## src/rtl/vta_pkg.sv

```systemverilog
// Shared constants, operation codes and types of the velocity to acceleration averager.
// Depends on nothing; every other file of the block imports it.
package vta_pkg;

   localparam int VEL_W    = 32;
   localparam int TIME_W   = 48;
   localparam int ACC_W    = 32;
   localparam int NUM_AXES = 3;
   localparam int RING_W   = NUM_AXES * ACC_W;

   // |dv| is at most 2^32, so |dv| * 1e9 stays below 2^62.
   localparam int MAG_W  = VEL_W + 1;
   localparam int PROD_W = 62;
   localparam int NS_W   = 30;
   localparam logic [NS_W-1:0] NS_PER_S = 30'd1000000000;

   localparam int DVSR_W    = TIME_W;
   localparam int DIV_CNT_W = $clog2(PROD_W + 1);

   localparam int WINDOW_LEN_DEFAULT = 8;

   localparam logic OP_SAMPLE = 1'b0;
   localparam logic OP_CLEAR  = 1'b1;

   localparam logic [ACC_W-1:0] ACC_POS_MAX = {1'b0, {(ACC_W-1){1'b1}}};
   localparam logic [ACC_W-1:0] ACC_NEG_MIN = {1'b1, {(ACC_W-1){1'b0}}};

   typedef struct packed {
      logic                 start;
      logic [DIV_CNT_W-1:0] steps;
   } div_cmd_type;

endpackage

```

## src/rtl/vta_div.sv

```systemverilog
// Shared restoring divider, one quotient bit per cycle, for the acceleration and mean paths.
// Depends on vta_pkg for widths and the command struct.
module vta_div (
   input  logic                          clock,
   input  logic                          reset,
   input  vta_pkg::div_cmd_type          cmd,
   input  logic [vta_pkg::PROD_W-1:0]    dividend,
   input  logic [vta_pkg::DVSR_W-1:0]    divisor,
   output logic                          done,
   output logic [vta_pkg::PROD_W-1:0]    quotient
);
   import vta_pkg::*;

   logic                 busy_ff, busy_in;
   logic                 done_ff, done_in;
   logic [DIV_CNT_W-1:0] cnt_ff, cnt_in;
   logic [PROD_W-1:0]    dvd_ff, dvd_in;
   logic [PROD_W-1:0]    quo_ff, quo_in;
   logic [DVSR_W-1:0]    rem_ff, rem_in;
   logic [DVSR_W-1:0]    dvsr_ff, dvsr_in;
   logic [DVSR_W:0]      trial;
   logic [DVSR_W:0]      diff;
   logic                 fits;

   always_comb begin
      trial = {rem_ff, dvd_ff[PROD_W-1]};
      diff  = trial - {1'b0, dvsr_ff};
      fits  = (trial >= {1'b0, dvsr_ff});

      busy_in = busy_ff;
      done_in = 1'b0;
      cnt_in  = cnt_ff;
      dvd_in  = dvd_ff;
      quo_in  = quo_ff;
      rem_in  = rem_ff;
      dvsr_in = dvsr_ff;

      if (cmd.start) begin
         busy_in = 1'b1;
         cnt_in  = cmd.steps;
         dvd_in  = dividend;
         quo_in  = '0;
         rem_in  = '0;
         dvsr_in = divisor;
      end else if (busy_ff) begin
         // The remainder stays below the divisor, so 48 bits hold it either way.
         rem_in = fits ? diff[DVSR_W-1:0] : trial[DVSR_W-1:0];
         quo_in = {quo_ff[PROD_W-2:0], fits};
         dvd_in = {dvd_ff[PROD_W-2:0], 1'b0};
         cnt_in = cnt_ff - 1'b1;
         if (cnt_ff == DIV_CNT_W'(1)) begin
            busy_in = 1'b0;
            done_in = 1'b1;
         end
      end
   end

   always_ff @(posedge clock) begin
      if (reset) begin
         busy_ff <= 1'b0;
         done_ff <= 1'b0;
         cnt_ff  <= '0;
      end else begin
         busy_ff <= busy_in;
         done_ff <= done_in;
         cnt_ff  <= cnt_in;
      end
      dvd_ff  <= dvd_in;
      quo_ff  <= quo_in;
      rem_ff  <= rem_in;
      dvsr_ff <= dvsr_in;
   end

   assign done     = done_ff;
   assign quotient = quo_ff;

endmodule

```

## src/rtl/vta_ring.sv

```systemverilog
// Ring of recent acceleration triples: one synchronous memory with a registered read port
// and a valid bit per slot, so reset and the clear command empty it at once. Uses vta_pkg.
module vta_ring #(
   parameter int DEPTH = vta_pkg::WINDOW_LEN_DEFAULT
) (
   input  logic                             clock,
   input  logic                             reset,
   input  logic                             clear,
   input  logic                             rd_en,
   input  logic [$clog2(DEPTH)-1:0]         rd_addr,
   output logic [vta_pkg::RING_W-1:0]       rd_data,
   input  logic                             wr_en,
   input  logic [$clog2(DEPTH)-1:0]         wr_addr,
   input  logic [vta_pkg::RING_W-1:0]       wr_data
);
   import vta_pkg::*;

   logic [RING_W-1:0] mem_ff [DEPTH];
   logic [DEPTH-1:0]  valid_ff;
   logic [RING_W-1:0] rd_q_ff;
   logic              rd_valid_ff;

   always_ff @(posedge clock) begin
      if (wr_en) begin
         mem_ff[wr_addr] <= wr_data;
      end
      if (rd_en) begin
         rd_q_ff <= mem_ff[rd_addr];
      end
   end

   always_ff @(posedge clock) begin
      if (reset || clear) begin
         valid_ff    <= '0;
         rd_valid_ff <= 1'b0;
      end else begin
         if (wr_en) begin
            valid_ff[wr_addr] <= 1'b1;
         end
         if (rd_en) begin
            rd_valid_ff <= valid_ff[rd_addr];
         end
      end
   end

   // A slot never written since reset or the last clear reads as zero.
   assign rd_data = rd_valid_ff ? rd_q_ff : '0;

endmodule

```

## src/rtl/velocity_to_acceleration_averager.sv

```systemverilog
// Top level of the velocity to acceleration averager: request sequencer, per-axis state,
// running sums and result register. Depends on vta_pkg, vta_div and vta_ring.
//
// Usage:
//   Requests arrive on req_* with valid/stall. Opcode sample carries a 48-bit nanosecond
//   timestamp and three Q16.16 velocities; opcode clear zeroes the stored velocities, the
//   running sums and the acceleration ring and gives no result.
//   Each sample gives one result on rsp_*: the three instant accelerations (saturated,
//   with the clipped flag), the window means and the zero_interval flag.
//   One request is worked on at a time; req_stall is high from acceptance until the result
//   is loaded into the output register. A clear is done while idle and raises no req_stall.
//   For a sample, each axis goes through a multiply step and then a pass of the
//   shared restoring divider, one quotient bit per cycle over 62 bits. With a window length
//   that is not a power of two the means also go through the divider, one pass per axis.
//   A zero interval skips the multiply and the acceleration divisions.
//   The result register frees the input side: a new request is accepted while a result
//   still waits under rsp_stall, and its own result waits in the sequencer until the
//   register is taken.
//   Reset clears all history, the timestamp, the ring slot pointer and the valid bits of
//   the ring; no clearing pass is needed.
module velocity_to_acceleration_averager #(
   parameter int WINDOW_LEN = vta_pkg::WINDOW_LEN_DEFAULT
) (
   input  logic                              clock,
   input  logic                              reset,
   input  logic                              req_valid,
   output logic                              req_stall,
   input  logic                              req_opcode,
   input  logic [vta_pkg::TIME_W-1:0]        req_timestamp_ns,
   input  logic signed [vta_pkg::VEL_W-1:0]  req_vel_x,
   input  logic signed [vta_pkg::VEL_W-1:0]  req_vel_y,
   input  logic signed [vta_pkg::VEL_W-1:0]  req_vel_z,
   output logic                              rsp_valid,
   input  logic                              rsp_stall,
   output logic signed [vta_pkg::ACC_W-1:0]  rsp_accel_x,
   output logic signed [vta_pkg::ACC_W-1:0]  rsp_accel_y,
   output logic signed [vta_pkg::ACC_W-1:0]  rsp_accel_z,
   output logic signed [vta_pkg::ACC_W-1:0]  rsp_avg_accel_x,
   output logic signed [vta_pkg::ACC_W-1:0]  rsp_avg_accel_y,
   output logic signed [vta_pkg::ACC_W-1:0]  rsp_avg_accel_z,
   output logic                              rsp_zero_interval,
   output logic                              rsp_clipped
);
   import vta_pkg::*;

   localparam int  SLOT_W    = $clog2(WINDOW_LEN);
   localparam int  SUM_W     = ACC_W + SLOT_W;
   localparam int  AVG_DVD_W = SUM_W + 1;
   localparam bit  AVG_POW2  = ((WINDOW_LEN & (WINDOW_LEN - 1)) == 0);

   localparam logic [2:0] S_IDLE      = 3'd0;
   localparam logic [2:0] S_MUL       = 3'd1;
   localparam logic [2:0] S_DIV_START = 3'd2;
   localparam logic [2:0] S_DIV_WAIT  = 3'd3;
   localparam logic [2:0] S_SUM       = 3'd4;
   localparam logic [2:0] S_AVG_START = 3'd5;
   localparam logic [2:0] S_AVG_WAIT  = 3'd6;
   localparam logic [2:0] S_OUT       = 3'd7;

   logic [2:0]                state_ff, state_in;
   logic [1:0]                axis_ff, axis_in;
   logic [TIME_W-1:0]         last_time_ff, last_time_in;
   logic [TIME_W-1:0]         ts_ff, ts_in;
   logic [TIME_W-1:0]         dt_ff, dt_in;
   logic [SLOT_W-1:0]         slot_ff, slot_in;
   logic signed [VEL_W-1:0]   last_vel_ff [NUM_AXES];
   logic signed [VEL_W-1:0]   last_vel_in [NUM_AXES];
   logic signed [VEL_W-1:0]   vel_ff [NUM_AXES];
   logic signed [VEL_W-1:0]   vel_in [NUM_AXES];
   logic signed [ACC_W-1:0]   acc_ff [NUM_AXES];
   logic signed [ACC_W-1:0]   acc_in [NUM_AXES];
   logic signed [ACC_W-1:0]   avg_ff [NUM_AXES];
   logic signed [ACC_W-1:0]   avg_in [NUM_AXES];
   logic signed [SUM_W-1:0]   sum_ff [NUM_AXES];
   logic signed [SUM_W-1:0]   sum_in [NUM_AXES];
   logic [PROD_W-1:0]         prod_ff, prod_in;
   logic                      neg_ff, neg_in;
   logic                      zero_ff, zero_in;
   logic                      clip_ff, clip_in;

   logic                      rsp_valid_ff, rsp_valid_in;
   logic signed [ACC_W-1:0]   rsp_acc_ff [NUM_AXES];
   logic signed [ACC_W-1:0]   rsp_acc_in [NUM_AXES];
   logic signed [ACC_W-1:0]   rsp_avg_ff [NUM_AXES];
   logic signed [ACC_W-1:0]   rsp_avg_in [NUM_AXES];
   logic                      rsp_zero_ff, rsp_zero_in;
   logic                      rsp_clip_ff, rsp_clip_in;

   div_cmd_type               div_cmd;
   logic [PROD_W-1:0]         div_dividend;
   logic [DVSR_W-1:0]         div_divisor;
   logic                      div_done;
   logic [PROD_W-1:0]         div_quo;

   logic                      ring_clear;
   logic                      ring_rd_en;
   logic [RING_W-1:0]         ring_rd_data;
   logic                      ring_wr_en;
   logic [RING_W-1:0]         ring_wr_data;

   logic                      req_take;
   logic                      out_free;
   logic [MAG_W-1:0]          dv;
   logic [MAG_W-1:0]          mag;
   logic                      sat;
   logic [ACC_W-1:0]          q_low;
   logic signed [ACC_W-1:0]   old_acc;
   logic signed [SUM_W-1:0]   avg_src;
   logic [AVG_DVD_W-1:0]      avg_ext;
   logic [AVG_DVD_W-1:0]      avg_mag;

   vta_div u_div (
      .clock    (clock),
      .reset    (reset),
      .cmd      (div_cmd),
      .dividend (div_dividend),
      .divisor  (div_divisor),
      .done     (div_done),
      .quotient (div_quo)
   );

   vta_ring #(
      .DEPTH (WINDOW_LEN)
   ) u_ring (
      .clock   (clock),
      .reset   (reset),
      .clear   (ring_clear),
      .rd_en   (ring_rd_en),
      .rd_addr (slot_ff),
      .rd_data (ring_rd_data),
      .wr_en   (ring_wr_en),
      .wr_addr (slot_ff),
      .wr_data (ring_wr_data)
   );

   assign req_stall = (state_ff != S_IDLE);
   assign req_take  = req_valid && (state_ff == S_IDLE);
   assign out_free  = !rsp_valid_ff || !rsp_stall;

   assign ring_clear   = req_take && (req_opcode == OP_CLEAR);
   assign ring_rd_en   = req_take && (req_opcode == OP_SAMPLE);
   assign ring_wr_en   = (state_ff == S_SUM);
   assign ring_wr_data = {acc_ff[2], acc_ff[1], acc_ff[0]};

   always_comb begin
      dv  = {vel_ff[axis_ff][VEL_W-1], vel_ff[axis_ff]}
          - {last_vel_ff[axis_ff][VEL_W-1], last_vel_ff[axis_ff]};
      mag = dv[MAG_W-1] ? (~dv + 1'b1) : dv;

      avg_src = sum_ff[axis_ff];
      avg_ext = {avg_src[SUM_W-1], avg_src};
      // Floor of a negative mean: -ceil(|s| / N) = -((|s| + N - 1) / N).
      avg_mag = avg_src[SUM_W-1] ? (~avg_ext + 1'b1 + AVG_DVD_W'(WINDOW_LEN - 1)) : avg_ext;

      q_low = div_quo[ACC_W-1:0];
      if (neg_ff) begin
         sat = (|div_quo[PROD_W-1:ACC_W]) || (div_quo[ACC_W-1] && (|div_quo[ACC_W-2:0]));
      end else begin
         sat = |div_quo[PROD_W-1:ACC_W-1];
      end

      div_cmd.start = 1'b0;
      div_cmd.steps = DIV_CNT_W'(PROD_W);
      div_dividend  = prod_ff;
      div_divisor   = dt_ff;
      if (state_ff == S_DIV_START) begin
         div_cmd.start = 1'b1;
      end else if (state_ff == S_AVG_START) begin
         div_cmd.start = 1'b1;
         div_cmd.steps = DIV_CNT_W'(AVG_DVD_W);
         div_dividend  = PROD_W'(avg_mag) << (PROD_W - AVG_DVD_W);
         div_divisor   = DVSR_W'(WINDOW_LEN);
      end
   end

   always_comb begin
      state_in     = state_ff;
      axis_in      = axis_ff;
      last_time_in = last_time_ff;
      ts_in        = ts_ff;
      dt_in        = dt_ff;
      slot_in      = slot_ff;
      prod_in      = prod_ff;
      neg_in       = neg_ff;
      zero_in      = zero_ff;
      clip_in      = clip_ff;
      rsp_valid_in = rsp_valid_ff;
      rsp_zero_in  = rsp_zero_ff;
      rsp_clip_in  = rsp_clip_ff;
      old_acc      = '0;
      for (int a = 0; a < NUM_AXES; a++) begin
         last_vel_in[a] = last_vel_ff[a];
         vel_in[a]      = vel_ff[a];
         acc_in[a]      = acc_ff[a];
         avg_in[a]      = avg_ff[a];
         sum_in[a]      = sum_ff[a];
         rsp_acc_in[a]  = rsp_acc_ff[a];
         rsp_avg_in[a]  = rsp_avg_ff[a];
      end

      if (rsp_valid_ff && !rsp_stall) begin
         rsp_valid_in = 1'b0;
      end

      unique case (state_ff)
         S_IDLE: begin
            if (req_take) begin
               if (req_opcode == OP_CLEAR) begin
                  for (int a = 0; a < NUM_AXES; a++) begin
                     last_vel_in[a] = '0;
                     sum_in[a]      = '0;
                  end
               end else begin
                  ts_in     = req_timestamp_ns;
                  dt_in     = req_timestamp_ns - last_time_ff;
                  zero_in   = (req_timestamp_ns == last_time_ff);
                  clip_in   = 1'b0;
                  vel_in[0] = req_vel_x;
                  vel_in[1] = req_vel_y;
                  vel_in[2] = req_vel_z;
                  for (int a = 0; a < NUM_AXES; a++) begin
                     acc_in[a] = '0;
                  end
                  axis_in  = '0;
                  state_in = S_MUL;
               end
            end
         end
         S_MUL: begin
            if (zero_ff) begin
               state_in = S_SUM;
            end else begin
               neg_in   = dv[MAG_W-1];
               prod_in  = PROD_W'(mag) * PROD_W'(NS_PER_S);
               state_in = S_DIV_START;
            end
         end
         S_DIV_START: begin
            state_in = S_DIV_WAIT;
         end
         S_DIV_WAIT: begin
            if (div_done) begin
               if (sat) begin
                  acc_in[axis_ff] = neg_ff ? ACC_NEG_MIN : ACC_POS_MAX;
                  clip_in         = 1'b1;
               end else begin
                  acc_in[axis_ff] = neg_ff ? (~q_low + 1'b1) : q_low;
               end
               if (axis_ff == 2'(NUM_AXES - 1)) begin
                  state_in = S_SUM;
               end else begin
                  axis_in  = axis_ff + 1'b1;
                  state_in = S_MUL;
               end
            end
         end
         S_SUM: begin
            for (int a = 0; a < NUM_AXES; a++) begin
               old_acc        = ring_rd_data[a*ACC_W +: ACC_W];
               sum_in[a]      = sum_ff[a] + SUM_W'(acc_ff[a]) - SUM_W'(old_acc);
               last_vel_in[a] = vel_ff[a];
            end
            last_time_in = ts_ff;
            slot_in      = (slot_ff == SLOT_W'(WINDOW_LEN - 1)) ? '0 : slot_ff + 1'b1;
            axis_in      = '0;
            state_in     = AVG_POW2 ? S_OUT : S_AVG_START;
         end
         S_AVG_START: begin
            neg_in   = avg_src[SUM_W-1];
            state_in = S_AVG_WAIT;
         end
         S_AVG_WAIT: begin
            if (div_done) begin
               avg_in[axis_ff] = neg_ff ? (~q_low + 1'b1) : q_low;
               if (axis_ff == 2'(NUM_AXES - 1)) begin
                  state_in = S_OUT;
               end else begin
                  axis_in  = axis_ff + 1'b1;
                  state_in = S_AVG_START;
               end
            end
         end
         S_OUT: begin
            if (out_free) begin
               rsp_valid_in = 1'b1;
               rsp_zero_in  = zero_ff;
               rsp_clip_in  = clip_ff;
               for (int a = 0; a < NUM_AXES; a++) begin
                  rsp_acc_in[a] = acc_ff[a];
                  rsp_avg_in[a] = AVG_POW2 ? ACC_W'(sum_ff[a] >>> SLOT_W) : avg_ff[a];
               end
               state_in = S_IDLE;
            end
         end
         default: begin
            state_in = S_IDLE;
         end
      endcase
   end

   always_ff @(posedge clock) begin
      if (reset) begin
         state_ff     <= S_IDLE;
         axis_ff      <= '0;
         last_time_ff <= '0;
         slot_ff      <= '0;
         rsp_valid_ff <= 1'b0;
         for (int a = 0; a < NUM_AXES; a++) begin
            last_vel_ff[a] <= '0;
            sum_ff[a]      <= '0;
         end
      end else begin
         state_ff     <= state_in;
         axis_ff      <= axis_in;
         last_time_ff <= last_time_in;
         slot_ff      <= slot_in;
         rsp_valid_ff <= rsp_valid_in;
         for (int a = 0; a < NUM_AXES; a++) begin
            last_vel_ff[a] <= last_vel_in[a];
            sum_ff[a]      <= sum_in[a];
         end
      end
      ts_ff       <= ts_in;
      dt_ff       <= dt_in;
      prod_ff     <= prod_in;
      neg_ff      <= neg_in;
      zero_ff     <= zero_in;
      clip_ff     <= clip_in;
      rsp_zero_ff <= rsp_zero_in;
      rsp_clip_ff <= rsp_clip_in;
      for (int a = 0; a < NUM_AXES; a++) begin
         vel_ff[a]     <= vel_in[a];
         acc_ff[a]     <= acc_in[a];
         avg_ff[a]     <= avg_in[a];
         rsp_acc_ff[a] <= rsp_acc_in[a];
         rsp_avg_ff[a] <= rsp_avg_in[a];
      end
   end

   assign rsp_valid         = rsp_valid_ff;
   assign rsp_accel_x       = rsp_acc_ff[0];
   assign rsp_accel_y       = rsp_acc_ff[1];
   assign rsp_accel_z       = rsp_acc_ff[2];
   assign rsp_avg_accel_x   = rsp_avg_ff[0];
   assign rsp_avg_accel_y   = rsp_avg_ff[1];
   assign rsp_avg_accel_z   = rsp_avg_ff[2];
   assign rsp_zero_interval = rsp_zero_ff;
   assign rsp_clipped       = rsp_clip_ff;

endmodule
```

## config.mk

```make
export PLATFORM = sky130hd
export DESIGN_NAME = velocity_to_acceleration_averager
export DESIGN_NICKNAME = d
export VERILOG_FILES = /design/src/rtl/vta_pkg.sv /design/src/rtl/vta_div.sv /design/src/rtl/vta_ring.sv /design/src/rtl/velocity_to_acceleration_averager.sv
export SDC_FILE = /design/constraint.sdc
export NUM_CORES = 2
export LEC_CHECK = 0
export ABC_CLOCK_PERIOD_IN_PS = 11300
export BUFFER_PORTS_ARGS = -buffer_cell sky130_fd_sc_hd__buf_2
export CAP_MARGIN = 20
export CORE_MARGIN = 2
export CORE_UTILIZATION = 45
export CTS_CLUSTER_SIZE = 12
export DETAILED_ROUTE_END_ITERATION = 10
export PLACE_DENSITY = 0.66
export SYNTH_ARGS = -nofsm -noshare
export SYNTH_HDL_FRONTEND = slang
export SYNTH_SLANG_ARGS = --single-unit
export TNS_END_PERCENT = 50
```

## constraint.sdc

```tcl
create_clock -name clock -period 11.3 [get_ports clock]
set_input_delay 1.695 -clock clock [delete_from_list [all_inputs] [get_ports clock]]
set_output_delay 1.695 -clock clock [all_outputs]
set_load 0.02 [all_outputs]
```

=== Word-level counts from Yosys, hierarchy flattened ===
Memories as Yosys holds them, arrays and structs flattened. A register that Yosys moved wholly into a read port is not among the register bits.
Cells that the tools add are included.

* Output and inout bits: 196
* Memories: 7
* RAM bits: 1353
* Bits of input ports: 149
* Register bits after elaboration: 448

{| class="wikitable"
|+ Memory list
! memory !! words !! width !! rd ports !! clocked after memory_dff !! write ports !! RTL line !! RTL
|-
| u_ring.mem_ff || 8 || 96 || 1 || 1 || 1 || vta_ring.sv:18 || <nowiki>logic [RING_W-1:0] mem_ff [DEPTH];</nowiki>
|-
| sum_ff || 3 || 35 || 4 || 1 || 3 || velocity_to_acceleration_averager.sv:74 || <nowiki>logic signed [SUM_W-1:0] sum_ff [NUM_AXES];</nowiki>
|-
| acc_ff || 3 || 32 || 3 || 0 || 3 || velocity_to_acceleration_averager.sv:70 || <nowiki>logic signed [ACC_W-1:0] acc_ff [NUM_AXES];</nowiki>
|-
| last_vel_ff || 3 || 32 || 1 || 1 || 3 || velocity_to_acceleration_averager.sv:66 || <nowiki>logic signed [VEL_W-1:0] last_vel_ff [NUM_AXES];</nowiki>
|-
| rsp_acc_ff || 3 || 32 || 3 || 0 || 3 || velocity_to_acceleration_averager.sv:82 || <nowiki>logic signed [ACC_W-1:0] rsp_acc_ff [NUM_AXES];</nowiki>
|-
| rsp_avg_ff || 3 || 32 || 3 || 0 || 3 || velocity_to_acceleration_averager.sv:84 || <nowiki>logic signed [ACC_W-1:0] rsp_avg_ff [NUM_AXES];</nowiki>
|-
| +1 memories || - || - || - || - || - || - ||
|}

* Multiply operators: 1
* Reductions and logical operators: 31
* Magnitude comparators: 5
* Equality and inequality tests: 23
* Add/sub/neg operators: 16
* Bitwise gates (word level): 14
* Mux-type cells: 90

{| class="wikitable"
|+ Operators by type and width
! kind !! count
|-
| $mux W96 || 14
|-
| $pmux W96 S2 || 2
|-
| $mux W62 || 4
|-
| $mux W105 || 2
|-
| $pmux W105 S2 || 1
|-
| $bwmux W96 || 2
|-
| $mux W32 || 6
|-
| $mux W48 || 3
|-
| $add A35 B32 Y35 || 3
|-
| $mux W35 || 3
|-
| $sub A35 B32 Y35 || 3
|-
| $sub A48 B48 Y48 || 2
|-
| $demux W32 S2 || 1
|-
| $reduce_or A31 Y1 || 2
|-
| $mul A33 B21 Y53 const B || 1
|-
| $ge A49 B48 Y1 || 1
|-
| $eq A48 B48 Y1 || 1
|-
| $add A36 B1 Y36 const B || 1
|-
| $add A36 B3 Y36 const B || 1
|-
| $mux W36 || 1
|-
| $not A36 Y36 || 1
|-
| $add A33 B1 Y33 const B || 1
|-
| $mux W33 || 1
|-
| $not A33 Y33 || 1
|-
| other kinds (45) || 122
|}

=== Depth between registers and ports, before layout ===
* Word-level depth: 9
* Depth in mapped cells: 50
* Depth with buffers taken out: 42

=== Cells and area by module ===
Synthesis repeated with hierarchy kept, for this count alone.

* Cells, all modules: 8406
* Area total of the unflattened synthesis: 103877.1 um^2

{| class="wikitable"
|+ By module, submodules not included
! module !! area an instance (um^2) !! seq. area each (um^2) !! instances !! cells each
|-
| velocity_to_acceleration_averager || 59254.3 || 22321.4 || 1 || 5880
|-
| vta_ring || 32788.9 || 26125.1 || 1 || 1350
|-
| vta_div || 11833.8 || 5665.4 || 1 || 1176
|}

=== Worst setup path before layout ===
Ideal clock, no wire load.

* Path kind: register to register
* Start point: register (tool-made name)
* End point: register prod_ff[61] (data pin)
* Period minus slack after synthesis: 11.935 ns
* Data required time: 11.040 ns
* Slack: -0.635 ns
* Setup time: 0.260 ns
* Arrival: 11.675 ns
* Stages on the path, launching flop included: 42
* Path through: dfxtp_1 -> clkbuf_1 -> clkbuf_1 -> buf_2 -> buf_2 -> clkbuf_1 -> buf_1 -> mux2i_1 -> nor2_1 -> a21oi_1 -> ha_1 -> buf_6 -> and3_1 -> a41o_1 -> a211o_4 -> a211oi_1 -> a311oi_2 -> or3_1 -> (+6 left out) -> fa_1 -> inv_1 -> fa_1 -> fa_1 -> fa_1 -> inv_1 -> fa_1 -> inv_1 -> ha_1 -> a21o_1 -> a21o_1 -> a221o_1 -> a31oi_1 -> a31oi_1 -> a41o_1 -> a211o_1 -> a21oi_1 -> xnor2_1

{| class="wikitable"
|+ RTL lines
! item !! RTL line !! RTL
|-
| to (signal assigned) || velocity_to_acceleration_averager.sv:325 || <nowiki>prod_ff <= prod_in;</nowiki>
|-
| to (decl) || velocity_to_acceleration_averager.sv:76 || <nowiki>logic [PROD_W-1:0] prod_ff, prod_in;</nowiki>
|}

==> flow_results.xml <==
<?xml version="1.0" encoding="UTF-8"?>
<metrics>
  <group name="placement">
    <metric name="place.gp.congestion" unit="">0.922</metric>
    <metric name="detailed_placer_s_ending_hpwl" unit="mm">195</metric>
    <metric name="port_buffer_cells" unit="">344</metric>
    <metric name="place_inst" unit="">11500</metric>
    <metric name="pre_cts_ws" unit="ns">0.431</metric>
  </group>
  <group name="die">
    <metric name="fp.dieW" unit="um">475</metric>
    <metric name="initial_core_util" unit="%">45.1</metric>
    <metric name="row_count" unit="">173</metric>
    <metric name="io_pins" unit="">345</metric>
    <metric name="die_area" unit="sq mm">0.226</metric>
    <metric name="overall_die_height" unit="um">475</metric>
    <metric name="core-area" unit="sq mm">0.222</metric>
  </group>
  <group name="critical_path">
    <metric name="buf_inv_on_cp" unit="">5</metric>
    <metric name="critical_path_cell_count" unit="">36</metric>
    <metric name="critPathMostFrequentCell" unit="">sky130_fd_sc_hd__fa_1</metric>
    <metric name="timing.critical_path.fanout_max" unit="">14</metric>
    <metric name="cp_capture_type" unit="">flip-flop</metric>
    <metric name="timing.critical_path.slowest_cell_delay" unit="ns">0.64</metric>
    <metric name="worstPathRequired" unit="ns">11.85</metric>
    <metric name="timing.critical_path.slowest_stage_cell" unit="">sky130_fd_sc_hd__xnor2_1</metric>
    <metric name="critPathTopFamily" unit="">adder cells</metric>
    <metric name="worst_r2r_path_depth" unit="">36</metric>
    <metric name="worstSetupPathType" unit="">reg2reg</metric>
    <metric name="worst_setup_path_start_kind" unit="">flip-flop</metric>
    <metric name="worst-endpoint-arrival" unit="ns">11.35</metric>
  </group>
  <group name="logic_synthesis">
    <metric name="synth_cell_types" unit="">102</metric>
    <metric name="synthesis.area" unit="sq mm">0.100</metric>
    <metric name="synthCells" unit="">8389</metric>
    <metric name="synth_edf_count" unit="">1599</metric>
    <metric name="synth_seq_cells" unit="">1890</metric>
    <metric name="postSynth.asyncResetShare" unit="%">0</metric>
    <metric name="yosysSeqAreaShare" unit="%">53.8</metric>
    <metric name="yosys.area.top_type_share" unit="%">48.0</metric>
    <metric name="post-synth-top-area-cell" unit="">sky130_fd_sc_hd__edfxtp_1</metric>
    <metric name="synthesis.nets" unit="">9431</metric>
    <metric name="synth_flop_cell" unit="">sky130_fd_sc_hd__edfxtp_1</metric>
    <metric name="yosysWarnings" unit="">0</metric>
    <metric name="leading_post_synthesis_cells_by_cell_area" unit="">sky130_fd_sc_hd__edfxtp_1, sky130_fd_sc_hd__fa_1, sky130_fd_sc_hd__ha_1</metric>
    <metric name="synth.avg_cell_area" unit="sq um">11.9</metric>
  </group>
  <group name="clock_tree">
    <metric name="clk_root_buffer_cell" unit="">sky130_fd_sc_hd__clkbuf_16</metric>
    <metric name="cts-hold-fix-buffers" unit="">0</metric>
    <metric name="cts_buffers" unit="">201</metric>
    <metric name="cts.htree.levels" unit="">4</metric>
    <metric name="clock_sink_count" unit="">1890</metric>
    <metric name="clock_insertion_delay_worst_skew" unit="ns">0.90</metric>
    <metric name="clock_tree.buffer_depth" unit="">3</metric>
    <metric name="tritoncts" unit="">built</metric>
    <metric name="clk_pin_slew_worst_paths" unit="ns">0.06</metric>
  </group>
  <group name="grt">
    <metric name="global_routing_usage_on_met1" unit="%">32.4</metric>
    <metric name="grt-busiest-layer" unit="">met2</metric>
    <metric name="maximum_number_of_pins_on_one_net_before_global_route_repair" unit="">99</metric>
    <metric name="use_met3" unit="%">4.08</metric>
    <metric name="antenna_violations_before_repair" unit="">19</metric>
    <metric name="grt_first_pass_wirelength" unit="mm">416</metric>
    <metric name="grt_remaining_overflow" unit="">0</metric>
    <metric name="global_route.usage.total" unit="%">24.5</metric>
    <metric name="grt_pass1_vias" unit="">66300</metric>
    <metric name="groute.layer.met2.usage" unit="%">39.7</metric>
  </group>
  <group name="route">
    <metric name="dr.pass1.iters" unit="">6</metric>
    <metric name="antenna_violating_nets_post_route" unit="">0</metric>
    <metric name="drt_drc_violations_left" unit="">0</metric>
    <metric name="routed_wire_length_per_instance" unit="um">23.7</metric>
    <metric name="wirelength_routed" unit="mm">280</metric>
    <metric name="post_drt_via_cell_ratio" unit="">5.64</metric>
    <metric name="detailroute.via_count" unit="">66700</metric>
    <metric name="drtIter0Drc" unit="">6209</metric>
  </group>
  <group name="timing">
    <metric name="post-route-min-period" unit="ns">10.79</metric>
    <metric name="final-hold-violation-count" unit="">0</metric>
    <metric name="worst-slew-pin-transition" unit="ns">1.30</metric>
    <metric name="final_min_period_over_clock_period" unit="%">95.5</metric>
    <metric name="final.setup.worst_slack" unit="ns">0.507</metric>
    <metric name="timing.final.max_slew_violations" unit="">0</metric>
    <metric name="slew-limit-headroom" unit="%">12.7</metric>
    <metric name="finish_stage_setup_viols" unit="">0</metric>
    <metric name="timing.clock.skew" unit="ns">0.0930</metric>
    <metric name="max_freq" unit="MHz">92.7</metric>
  </group>
  <group name="min_path">
    <metric name="hold_path_depth" unit="">0</metric>
    <metric name="hold_class" unit="">reg2reg</metric>
    <metric name="worstHoldStart" unit="">sum_ff[1][29]</metric>
  </group>
  <group name="status">
    <metric name="outcome" unit="">completed</metric>
  </group>
  <group name="final_layout">
    <metric name="layoutNonFillerInstCount" unit="">11800</metric>
    <metric name="area.growth.synth_to_final" unit="%">11.7</metric>
    <metric name="postLayoutCoreUtil" unit="%">50.4</metric>
    <metric name="nNetsFinal" unit="">9741</metric>
    <metric name="layout-drive-gt1-share" unit="%">9.56</metric>
  </group>
  <group name="flow_run">
    <metric name="drv.max_cap_violation_count" unit="">0</metric>
  </group>
</metrics>
==> metrics by stage <==
step           TNS [ns]  area (sq um)  hold slack (ns)
6_report              0        112000            0.409
5_1_grt         -0.0316        112000            0.440
4_1_cts               0        112000            0.414
3_5_place_dp          0        105000            0.446
3_3_place_gp          0        105000            0.442
2_1_floorplan   -0.0650        100000            0.400
==> state kept, by name, indices dropped and copies added (netlist names), 62 cells and up, named ones only <==
register	cells
sum_ff	105
vel_ff	96
u_ring.mem_ff	768
last_vel_ff	96
u_div.quotient	62
acc_ff	96
rsp_acc_ff	96
rsp_avg_ff	96
u_ring.rd_q_ff	96
==> repair_timing <==
| action | in CTS | in global routing |
|---|---|---|
| setup buffers | 0 | 1 |
| resized for setup | 0 | 5 |
| setup endpoints to repair | 0 | 11 |
==> final timing paths <==
kind / endpoint / slack [ns]
hold reg to reg: rsp_avg_ff[0][58] / 0.41
setup / recovery: prod_ff[61] / 0.51
setup reg to reg: prod_ff[61] / 0.51
hold / removal: rsp_avg_ff[0][58] / 0.41
==> cells in the mapped netlist, types with 11 or more instances <==
library cell	number
sky130_fd_sc_hd__edfxtp_1	1599
sky130_fd_sc_hd__inv_1	1062
sky130_fd_sc_hd__nor2_1	520
sky130_fd_sc_hd__ha_1	489
sky130_fd_sc_hd__a22oi_1	469
sky130_fd_sc_hd__a21oi_1	446
sky130_fd_sc_hd__fa_1	404
sky130_fd_sc_hd__nand2_1	336
sky130_fd_sc_hd__clkbuf_1	297
sky130_fd_sc_hd__dfxtp_1	291
sky130_fd_sc_hd__o21ai_0	268
sky130_fd_sc_hd__and2_1	257
sky130_fd_sc_hd__xnor2_1	229
sky130_fd_sc_hd__mux2i_1	203
sky130_fd_sc_hd__a21o_1	190
sky130_fd_sc_hd__xor2_1	152
sky130_fd_sc_hd__a211oi_1	142
sky130_fd_sc_hd__nand4_1	141
sky130_fd_sc_hd__nand3_1	73
sky130_fd_sc_hd__nor3_1	70
sky130_fd_sc_hd__a31oi_1	69
sky130_fd_sc_hd__o22ai_1	52
sky130_fd_sc_hd__o21a_1	46
sky130_fd_sc_hd__and3_1	43
sky130_fd_sc_hd__buf_1	43
sky130_fd_sc_hd__o21bai_1	43
sky130_fd_sc_hd__nor2b_1	39
sky130_fd_sc_hd__nand2b_1	34
sky130_fd_sc_hd__o211ai_1	25
sky130_fd_sc_hd__or3_1	25
sky130_fd_sc_hd__a22o_1	22
sky130_fd_sc_hd__o31ai_1	22
sky130_fd_sc_hd__buf_2	21
sky130_fd_sc_hd__nor4_1	17
sky130_fd_sc_hd__a21boi_0	16
sky130_fd_sc_hd__nor3b_1	14
sky130_fd_sc_hd__o2111ai_1	13
sky130_fd_sc_hd__o21ai_1	11
sky130_fd_sc_hd__or2_2	11
==> metal layers <==
layer	vias to the layer above	wire length, um
met1	33100	116000
met5	-	128
met2	2363	132000
li1	30700	-
met4	20	13500
met3	558	19500
==> worst reg2reg max path, delay by kind of cell, from the launching register on <==
family | cells | cell delay [ns]
fa+ha+maj | 9 | 3.96
xor+xnor | 4 | 1.26
mux | 1 | 0.21
compound gates | 14 | 3.33
buf+inv | 5 | 0.48
flops | 1 | 0.51
simple gates | 3 | 0.76
==> final cells by class <==
type,count,area (sq um)
flip-flops and latches,1890,53900
repair buffers,470,2690
inverters,1067,4010
fillers,19400,110000
well taps,2975,3720
clock inverters,76,978
clock buffers,275,5450
multi-input cells,5069,41000
diodes,4,10.0
==> cells in the final DEF, fill, tap and decap left out, drive strengths merged, types with 14 or more instances in the layout <==
cell type  Yosys  final
a211oi       143    143
a21boi        16     16
a21o         190    190
a21oi        447    447
a22o          22     22
a22oi        469    469
a31oi         69     69
and2         257    257
and3          43     43
buf           66    468
clkbuf       297    277
clkinv         1     53
dfxtp        291    291
edfxtp      1599   1599
fa           404    404
ha           489    489
inv         1066   1072
mux2i        203    203
nand2        337    337
nand2b        34     34
nand3         74     74
nand4        141    141
nor2         521    521
nor2b         39     39
nor3          71     71
nor3b         15     15
nor4          18     18
o2111ai       14     14
o211ai        27     27
o21a          46     46
o21ai        280    280
o21bai        43     43
o22ai         52     52
o31ai         24     24
or2           17     17
or3           26     26
xnor2        232    232
xor2         156    156
==> cell families (layout without fill, tap and decap cells) <==
| kind of cell | after synthesis | in the layout | synth area share [%] |
|---|---|---|---|
| AO/OA/AOI/OAI | 1950 | 1950 | 13.0 |
| flip-flops | 1890 | 1890 | 53.8 |
| AND/OR/NAND/NOR | 1624 | 1624 | 7.96 |
| buffers and inverters | 1430 | 1888 | 5.41 |
| adder cells (fa/ha/maj) | 894 | 894 | 14.2 |
| XOR/XNOR | 388 | 388 | 3.46 |
| multiplexers | 213 | 213 | 2.14 |
| other | 0 | 4 | 0 |
Power is not shown: default switching activity piles up to over one toggle a cycle in this logic, so the estimate is an artifact.
